### src/hdl/deq_pkg.sv
// Shared types and constants for the double-ended queue.
// Command and status codes, controller states and the control/status bundles.
// No dependencies.
`default_nettype none

package deq_pkg;

	localparam int DEPTH_DEF      = 16;
	localparam int DATA_WIDTH_DEF = 32;
	localparam int CMD_W          = 3;
	localparam int STATUS_W       = 2;

	typedef enum logic [CMD_W-1:0] {
		CMD_PUSH_HEAD = 3'd0,
		CMD_PUSH_TAIL = 3'd1,
		CMD_POP_HEAD  = 3'd2,
		CMD_POP_TAIL  = 3'd3,
		CMD_PEEK_HEAD = 3'd4,
		CMD_PEEK_TAIL = 3'd5
	} deq_op_t;

	typedef enum logic [STATUS_W-1:0] {
		STAT_OK    = 2'd0,
		STAT_EMPTY = 2'd1,
		STAT_FULL  = 2'd2
	} deq_status_t;

	typedef enum logic {
		ST_IDLE = 1'b0,
		ST_HOLD = 1'b1
	} deq_state_t;

	// controller -> datapath
	typedef struct packed {
		logic        load;     // request taken this cycle
		logic        wr_en;    // store a word
		logic        wr_head;  // at head (else tail)
		logic        rd_en;    // fetch a word
		logic        rd_head;  // from head (else tail)
		logic        pop;      // remove the fetched word
		deq_status_t status;
	} deq_ctl_t;

	// datapath -> controller
	typedef struct packed {
		logic full;
		logic empty;
	} deq_stat_t;

endpackage

`default_nettype wire

### src/hdl/deq_in_if.sv
// Request channel: valid/ready handshake with command and data word.
// Depends on deq_pkg.
`default_nettype none

interface deq_in_if
	import deq_pkg::*;
#(
	parameter int DATA_WIDTH = DATA_WIDTH_DEF
);
	logic                  valid;
	logic                  ready;
	logic [CMD_W-1:0]      cmd;
	logic [DATA_WIDTH-1:0] data_in;

	modport source (output valid, output cmd, output data_in, input ready);
	modport sink   (input valid, input cmd, input data_in, output ready);
endinterface

`default_nettype wire

### src/hdl/deq_out_if.sv
// Result channel: valid/ready handshake with data, status, count and empty flag.
// Depends on deq_pkg.
`default_nettype none

interface deq_out_if
	import deq_pkg::*;
#(
	parameter int DATA_WIDTH  = DATA_WIDTH_DEF,
	parameter int COUNT_WIDTH = $clog2(DEPTH_DEF + 1)
);
	logic                   valid;
	logic                   ready;
	logic [DATA_WIDTH-1:0]  data_out;
	logic [STATUS_W-1:0]    status;
	logic [COUNT_WIDTH-1:0] count;
	logic                   is_empty;

	modport source (output valid, output data_out, output status, output count,
		output is_empty, input ready);
	modport sink   (input valid, input data_out, input status, input count,
		input is_empty, output ready);
endinterface

`default_nettype wire

### src/hdl/deq_ctrl.sv
// Controller: decodes requests against full/empty and tracks the result slot.
// Depends on deq_pkg.
`default_nettype none

module deq_ctrl
	import deq_pkg::*;
(
	input  wire logic             clk,
	input  wire logic             arst_n,
	input  wire logic             in_valid,
	input  wire logic [CMD_W-1:0] in_cmd,
	output logic                  in_ready,
	output logic                  out_valid,
	input  wire logic             out_ready,
	input  wire deq_stat_t        stat,
	output deq_ctl_t              ctl
);

	deq_state_t state_q, state_d;
	logic       accept;

	always_ff @(posedge clk or negedge arst_n) begin
		if (!arst_n) begin
			state_q <= ST_IDLE;
		end else begin
			state_q <= state_d;
		end
	end

	always_comb begin
		// result slot frees up in the same cycle it is taken
		in_ready  = (state_q == ST_IDLE) || out_ready;
		out_valid = (state_q == ST_HOLD);
		accept    = in_valid && in_ready;

		ctl         = '0;
		ctl.load    = accept;
		ctl.status  = STAT_OK;

		unique case (in_cmd)
			CMD_PUSH_HEAD, CMD_PUSH_TAIL: begin
				if (stat.full) begin
					ctl.status = STAT_FULL;
				end else begin
					ctl.wr_en   = accept;
					ctl.wr_head = (in_cmd == CMD_PUSH_HEAD);
				end
			end
			CMD_POP_HEAD, CMD_POP_TAIL, CMD_PEEK_HEAD, CMD_PEEK_TAIL: begin
				if (stat.empty) begin
					ctl.status = STAT_EMPTY;
				end else begin
					ctl.rd_en   = accept;
					ctl.rd_head = (in_cmd == CMD_POP_HEAD) || (in_cmd == CMD_PEEK_HEAD);
					ctl.pop     = accept &&
						((in_cmd == CMD_POP_HEAD) || (in_cmd == CMD_POP_TAIL));
				end
			end
			default: begin
				// unused codes: no change, status ok
			end
		endcase

		unique case (state_q)
			ST_IDLE: state_d = accept ? ST_HOLD : ST_IDLE;
			ST_HOLD: state_d = (accept || !out_ready) ? ST_HOLD : ST_IDLE;
			default: state_d = ST_IDLE;
		endcase
	end

endmodule

`default_nettype wire

### src/hdl/deq_dp.sv
// Datapath: ring store, head/tail indexes, element count and result registers.
// Depends on deq_pkg; driven by deq_ctrl.
`default_nettype none

module deq_dp
	import deq_pkg::*;
#(
	parameter int DEPTH      = DEPTH_DEF,
	parameter int DATA_WIDTH = DATA_WIDTH_DEF,
	localparam int IDX_W     = $clog2(DEPTH),
	localparam int CNT_W     = $clog2(DEPTH + 1)
)(
	input  wire logic                  clk,
	input  wire logic                  arst_n,
	input  wire deq_ctl_t              ctl,
	input  wire logic [DATA_WIDTH-1:0] data_in,
	output deq_stat_t                  stat,
	output logic [DATA_WIDTH-1:0]      data_out,
	output logic [STATUS_W-1:0]        status,
	output logic [CNT_W-1:0]           count,
	output logic                       is_empty
);

	localparam logic [IDX_W-1:0] LAST_IDX = IDX_W'(DEPTH - 1);
	localparam logic [CNT_W-1:0] FULL_CNT = CNT_W'(DEPTH);

	logic [DATA_WIDTH-1:0] mem [DEPTH];

	logic [IDX_W-1:0]      head_q, tail_q;
	logic [CNT_W-1:0]      count_q, count_d;
	logic [IDX_W-1:0]      head_prev, head_next, tail_prev, tail_next;
	logic [IDX_W-1:0]      wr_addr, rd_addr;

	logic [DATA_WIDTH-1:0] rd_data_q;
	logic                  rd_ok_q;
	deq_status_t           status_q;
	logic [CNT_W-1:0]      out_count_q;
	logic                  out_empty_q;

	always_comb begin
		head_prev = (head_q == '0) ? LAST_IDX : head_q - 1'b1;
		head_next = (head_q == LAST_IDX) ? '0 : head_q + 1'b1;
		tail_prev = (tail_q == '0) ? LAST_IDX : tail_q - 1'b1;
		tail_next = (tail_q == LAST_IDX) ? '0 : tail_q + 1'b1;

		wr_addr = ctl.wr_head ? head_prev : tail_q;
		rd_addr = ctl.rd_head ? head_q : tail_prev;

		count_d = count_q;
		if (ctl.wr_en) begin
			count_d = count_q + 1'b1;
		end else if (ctl.pop) begin
			count_d = count_q - 1'b1;
		end

		stat.full  = (count_q == FULL_CNT);
		stat.empty = (count_q == '0);
	end

	always_ff @(posedge clk) begin
		if (ctl.wr_en) begin
			mem[wr_addr] <= data_in;
		end
	end

	always_ff @(posedge clk) begin
		if (ctl.rd_en) begin
			rd_data_q <= mem[rd_addr];
		end
	end

	always_ff @(posedge clk or negedge arst_n) begin
		if (!arst_n) begin
			head_q  <= '0;
			tail_q  <= '0;
			count_q <= '0;
		end else begin
			count_q <= count_d;
			if (ctl.wr_en && ctl.wr_head) begin
				head_q <= head_prev;
			end else if (ctl.pop && ctl.rd_head) begin
				head_q <= head_next;
			end
			if (ctl.wr_en && !ctl.wr_head) begin
				tail_q <= tail_next;
			end else if (ctl.pop && !ctl.rd_head) begin
				tail_q <= tail_prev;
			end
		end
	end

	// result slot, held until the next request is taken
	always_ff @(posedge clk) begin
		if (ctl.load) begin
			rd_ok_q     <= ctl.rd_en;
			status_q    <= ctl.status;
			out_count_q <= count_d;
			out_empty_q <= (count_d == '0);
		end
	end

	assign data_out = rd_ok_q ? rd_data_q : '0;
	assign status   = status_q;
	assign count    = out_count_q;
	assign is_empty = out_empty_q;

endmodule

`default_nettype wire

### src/hdl/double_ended_queue_top.sv
// Bounded double-ended queue: push/pop/peek at either end of a ring store.
// A result beat is presented in the cycle after its request is accepted.
// Throughput: one request per cycle while results are taken; the single
// result register stalls intake only while an untaken result waits.
// Reset (arst_n, async, active low) empties the queue; no clearing pass.
// Depends on deq_pkg, deq_in_if, deq_out_if, deq_ctrl, deq_dp.
`default_nettype none

module double_ended_queue_top
	import deq_pkg::*;
#(
	parameter int DEPTH      = DEPTH_DEF,
	parameter int DATA_WIDTH = DATA_WIDTH_DEF
)(
	input  wire logic clk,
	input  wire logic arst_n,
	deq_in_if.sink    in_ch,
	deq_out_if.source out_ch
);

	localparam int CNT_W = $clog2(DEPTH + 1);

	deq_ctl_t  ctl;
	deq_stat_t stat;
	logic [CNT_W-1:0] count;

	deq_ctrl u_ctrl (
		.clk       (clk),
		.arst_n    (arst_n),
		.in_valid  (in_ch.valid),
		.in_cmd    (in_ch.cmd),
		.in_ready  (in_ch.ready),
		.out_valid (out_ch.valid),
		.out_ready (out_ch.ready),
		.stat      (stat),
		.ctl       (ctl)
	);

	deq_dp #(
		.DEPTH      (DEPTH),
		.DATA_WIDTH (DATA_WIDTH)
	) u_dp (
		.clk      (clk),
		.arst_n   (arst_n),
		.ctl      (ctl),
		.data_in  (in_ch.data_in),
		.stat     (stat),
		.data_out (out_ch.data_out),
		.status   (out_ch.status),
		.count    (count),
		.is_empty (out_ch.is_empty)
	);

	assign out_ch.count = count;

endmodule

`default_nettype wire
### src/flat_wrapper.sv
// flat-port wrapper written by rule: the top's interface ports become plain ports
module double_ended_queue_top_flat import deq_pkg::*;
#(
	parameter int DEPTH      = DEPTH_DEF,
	parameter int DATA_WIDTH = DATA_WIDTH_DEF
)
  (clk, arst_n, in_ch_valid, in_ch_cmd, in_ch_data_in, in_ch_ready, out_ch_valid, out_ch_data_out, out_ch_status, out_ch_count, out_ch_is_empty, out_ch_ready);
  deq_in_if #(.DATA_WIDTH(DATA_WIDTH)) in_ch_i ();
  deq_out_if #(.DATA_WIDTH(DATA_WIDTH)) out_ch_i ();
  input  wire logic clk;
  input  wire logic arst_n;
  input wire logic [$bits(in_ch_i.valid)-1:0] in_ch_valid;
  input wire logic [$bits(in_ch_i.cmd)-1:0] in_ch_cmd;
  input wire logic [$bits(in_ch_i.data_in)-1:0] in_ch_data_in;
  output wire logic [$bits(in_ch_i.ready)-1:0] in_ch_ready;
  output wire logic [$bits(out_ch_i.valid)-1:0] out_ch_valid;
  output wire logic [$bits(out_ch_i.data_out)-1:0] out_ch_data_out;
  output wire logic [$bits(out_ch_i.status)-1:0] out_ch_status;
  output wire logic [$bits(out_ch_i.count)-1:0] out_ch_count;
  output wire logic [$bits(out_ch_i.is_empty)-1:0] out_ch_is_empty;
  input wire logic [$bits(out_ch_i.ready)-1:0] out_ch_ready;
  assign in_ch_i.valid = in_ch_valid;
  assign in_ch_i.cmd = in_ch_cmd;
  assign in_ch_i.data_in = in_ch_data_in;
  assign in_ch_ready = in_ch_i.ready;
  assign out_ch_valid = out_ch_i.valid;
  assign out_ch_data_out = out_ch_i.data_out;
  assign out_ch_status = out_ch_i.status;
  assign out_ch_count = out_ch_i.count;
  assign out_ch_is_empty = out_ch_i.is_empty;
  assign out_ch_i.ready = out_ch_ready;
  double_ended_queue_top #(.DEPTH(DEPTH), .DATA_WIDTH(DATA_WIDTH)) u_core (.clk(clk), .arst_n(arst_n), .in_ch(in_ch_i), .out_ch(out_ch_i));
endmodule
### config.mk
export PLATFORM = sky130hd
export DESIGN_NAME = double_ended_queue_top_flat
export DESIGN_NICKNAME = d
export VERILOG_FILES = /design/src/hdl/deq_pkg.sv /design/src/hdl/deq_in_if.sv /design/src/hdl/deq_out_if.sv /design/src/hdl/deq_ctrl.sv /design/src/hdl/deq_dp.sv /design/src/hdl/double_ended_queue_top.sv /design/src/flat_wrapper.sv
export SDC_FILE = /design/constraint.sdc
export NUM_CORES = 1
export LEC_CHECK = 0
export BUFFER_PORTS_ARGS = -buffer_cell sky130_fd_sc_hd__clkbuf_2
export CORE_MARGIN = 2
export CORE_UTILIZATION = 29
export CTS_BUF_LIST = sky130_fd_sc_hd__clkbuf_8
export DETAILED_ROUTE_END_ITERATION = 10
export PLACE_DENSITY = 0.41
export REMOVE_ABC_BUFFERS = 1
export SLEW_MARGIN = 20
export SYNTH_ARGS = -nofsm -noshare
export SYNTH_HDL_FRONTEND = slang
export SYNTH_SLANG_ARGS = --single-unit
### constraint.sdc
create_clock -name clk -period 6.7 [get_ports clk]
set_input_delay 0.335 -clock clk [delete_from_list [all_inputs] [get_ports clk]]
set_output_delay 0.335 -clock clk [all_outputs]
set_load 0.02 [all_outputs]
==> flow_summary.json <==
{
  "cts_setup_buffers": 0,
  "endpoint_kind": "flip-flop",
  "switching_share_pct": 34.5,
  "clock_skew_ns": 0.0255,
  "first_global_vias": 13856,
  "crit_path_start_kind": "flip-flop",
  "cts_resized": 0,
  "synth.distinct_cells": 59,
  "fin_cells": 2699,
  "wire_per_inst_um": 24.0,
  "core_mm2": 0.0789,
  "synth-warning-count": 0,
  "cts_tree": "built",
  "fmax_ghz": 0.217,
  "place_congestion": 0.754,
  "p_per_area_mw_per_mm2": 390,
  "rrSetupSlack_ns": 2.08,
  "r2r-start": "u_core.u_dp.count_q[1]",
  "cts_buffers": 100,
  "ys_ff_latch": 567,
  "layout.nets": 1618,
  "dp_hpwl_um": 32200,
  "crit_arrival_ns": 5.03,
  "rsz0062_at_grt": "no",
  "clockRootBuffer": "clkbuf_8",
  "run_status": "completed",
  "vias": 13351,
  "first_pass_iters": 5,
  "p_int_mw": 6.83,
  "final_common_cell": "edfxtp_1",
  "holdPathEnd": "u_core.u_dp.mem[4][20]",
  "avgSynthCellArea_um2": 16.0,
  "antenna_left": 0,
  "maxSlewViolCount": 0,
  "grt_max_degree": 95,
  "setup_ws_ns": 2.08,
  "cts_buffer_depth": 3,
  "initial_core_util_pct": 29.2,
  "syn-cell-area_mm2": 0.0231,
  "initialDrtViolationCount": 878,
  "final_core_util_pct": 33.9,
  "worst_skew_pair.late_latency_ns": 0.69,
  "hold_violations": 0,
  "rr_worst_depth": 9,
  "drc": 0,
  "vdd_drop_max_mv": 0.296,
  "grtUsageTotal_pct": 15.7,
  "path_clk_slew_ns": 0.06,
  "slew_headroom_pct": 26.4,
  "htreeDepth": 3,
  "tightest_slew_ns": 1.10,
  "post-route-period-util_pct": 68.9,
  "min_path_cells": 1,
  "vias_per_cell": 4.95,
  "synthCells": 1442,
  "cp.required_ns": 7.12,
  "p_switching_mw": 3.60,
  "synthArstFlopShare_pct": 2.47,
  "area_growth_pct": 16.0,
  "numPortBuffers": 80,
  "total_power_mw": 10.4,
  "cp_max_fo": 94,
  "placementRows": 103,
  "p_leak_nw": 8.74,
  "crit_type": "reg -> reg",
  "die_x_um": 286,
  "power_frac_clock_pct": 27.9,
  "dpl.cell_count": 2515,
  "ys_seq_area_share_pct": 73.5,
  "pwr-share-comb_pct": 30.8,
  "grt-ovfl-total": 0,
  "io_pins": 81,
  "cts_sinks": 567,
  "synth-edff-count": 553,
  "setup_viol": 0,
  "die_area_mm2": 0.0818,
  "routed_wirelength_um": 64800,
  "fp.dieH_um": 286,
  "hold_buffers": 5,
  "worstHoldStart": "in_ch_data_in[20]",
  "timing.rr.end": "u_core.u_dp.rd_data_q[31]",
  "drive_gt1_share_pct": 23.0,
  "ys.flop_type": "edfxtp_1",
  "pre_cts_ws_ns": 1.97,
  "antenna_found_initial": 3,
  "grt_pass1_wl_um": 94600,
  "hp-class": "in -> reg",
  "most-common-layout-cells": "553 x edfxtp_1, 129 x nand3_1, 102 x a21oi_1",
  "seqPwrFrac_pct": 41.2,
  "fin_crit_ns": 4.62,
  "cap_violations": 0
}
[final cells by class]
class                      instances  area [um2]
clock inverter                    76         398
clock buffer                     101        1390
tap                             1050        1310
sequential                       567       17000
fill                            7646       52100
antenna                            1        2.50
multi-input combinational        765        5840
timing repair buffer             126         795
inverter                          13        48.8
[registers in the layout, indices dropped and copies added (netlist names)]
name,flops
u_core.u_dp.rd_data_q,32
u_core.u_ctrl.out_valid,1
u_core.u_dp.count,5
u_core.u_dp.head_q,4
u_core.u_dp.status,2
u_core.u_dp.is_empty,1
u_core.u_dp.mem,512
u_core.u_dp.count_q,5
u_core.u_dp.rd_ok_q,1
u_core.u_dp.tail_q,4
[power groups by stage]
stage / clock network, mW / logic (mW) / registers (mW)
floorplan: 0 / 2.06 / 4.34
global route: 3.18 / 3.52 / 4.32
finish: 2.91 / 3.22 / 4.30
detailed placement: 0 / 3.28 / 4.37
CTS: 3.03 / 3.29 / 4.30
global placement: 0 / 3.25 / 4.37
[worst max-delay path by stage]
stage                                start                         to  slack (ns)  cells after the start
CTS                 u_core.u_dp.count_q[0]  u_core.u_dp.rd_data_q[31]        2.00                      9
finish              u_core.u_dp.count_q[1]  u_core.u_dp.rd_data_q[31]        2.08                      9
global route        u_core.u_dp.count_q[0]  u_core.u_dp.rd_data_q[31]        1.67                      9
floorplan           u_core.u_dp.count_q[1]  u_core.u_dp.rd_data_q[10]       -0.18                      8
global placement    u_core.u_dp.count_q[1]   u_core.u_dp.rd_data_q[0]        2.14                      9
detailed placement  u_core.u_dp.count_q[0]  u_core.u_dp.rd_data_q[31]        1.97                      9
[metal layers]
layer / vias up / global-route usage (%) / share of wire [%] / wire length [um]
li1: 6001 / - / - / -
met1: 6963 / 21.5 / 46 / 30000
met4: 0 / 4.99 / 2.0 / 1310
met3: 80 / 2.57 / 4.3 / 2800
met2: 307 / 25.5 / 47 / 30600
met5: - / 0 / 0 / 0
[critical path, cell delays in order, from the launching register on]
cell and delay, ns:
dfrtp_1 0.44, inv_1 0.07, ha_1 0.24, or4b_4 0.26
nand4_4 0.75, nand2_8 0.93, buf_12 0.55, mux2_1 0.37
a2111oi_0 0.48, nand3_1 0.13
[through the flow]
step / hold WS (ns) / TNS [ns] / area (um2)
detailed placement: 0.294 / 0 / 24900
global placement: 0.294 / 0 / 24900
CTS: 0.00975 / 0 / 26700
floorplan: 0.0394 / -5.54 / 22600
global route: 0.0607 / 0 / 26700
finish: 0.0679 / 0 / 26700
[cell usage after synthesis (16+ instances only)]
library cell	n	share of area, %
edfxtp_1	553	72
mux2_1	86	4.2
clkbuf_1	73	1.2
nand3_1	129	2.8
buf_2	17	0.37
mux2_2	76	3.7
nand2_1	17	0.28
a22oi_1	68	2.2
nor3_1	19	0.41
o21ai_0	99	2.1
a2111oi_2	29	1.9
a21oi_1	102	2.2
and2_1	34	0.92
nor2_1	16	0.26
[cells by family (layout without fill, tap and decap cells)]
group	Yosys count	count (layout)	share of synthesized area, %
DFF	567	567	73.5
AOI/OAI and AO/OA	339	339	9.97
and+or+nand+nor	244	244	5.69
muxes	168	168	8.17
buffers and inverters	110	316	2.01
xor gates and xnor gates	8	8	0.304
adders and majority gates	6	6	0.326
other	0	1	0
(Power assumes the default switching activity.)
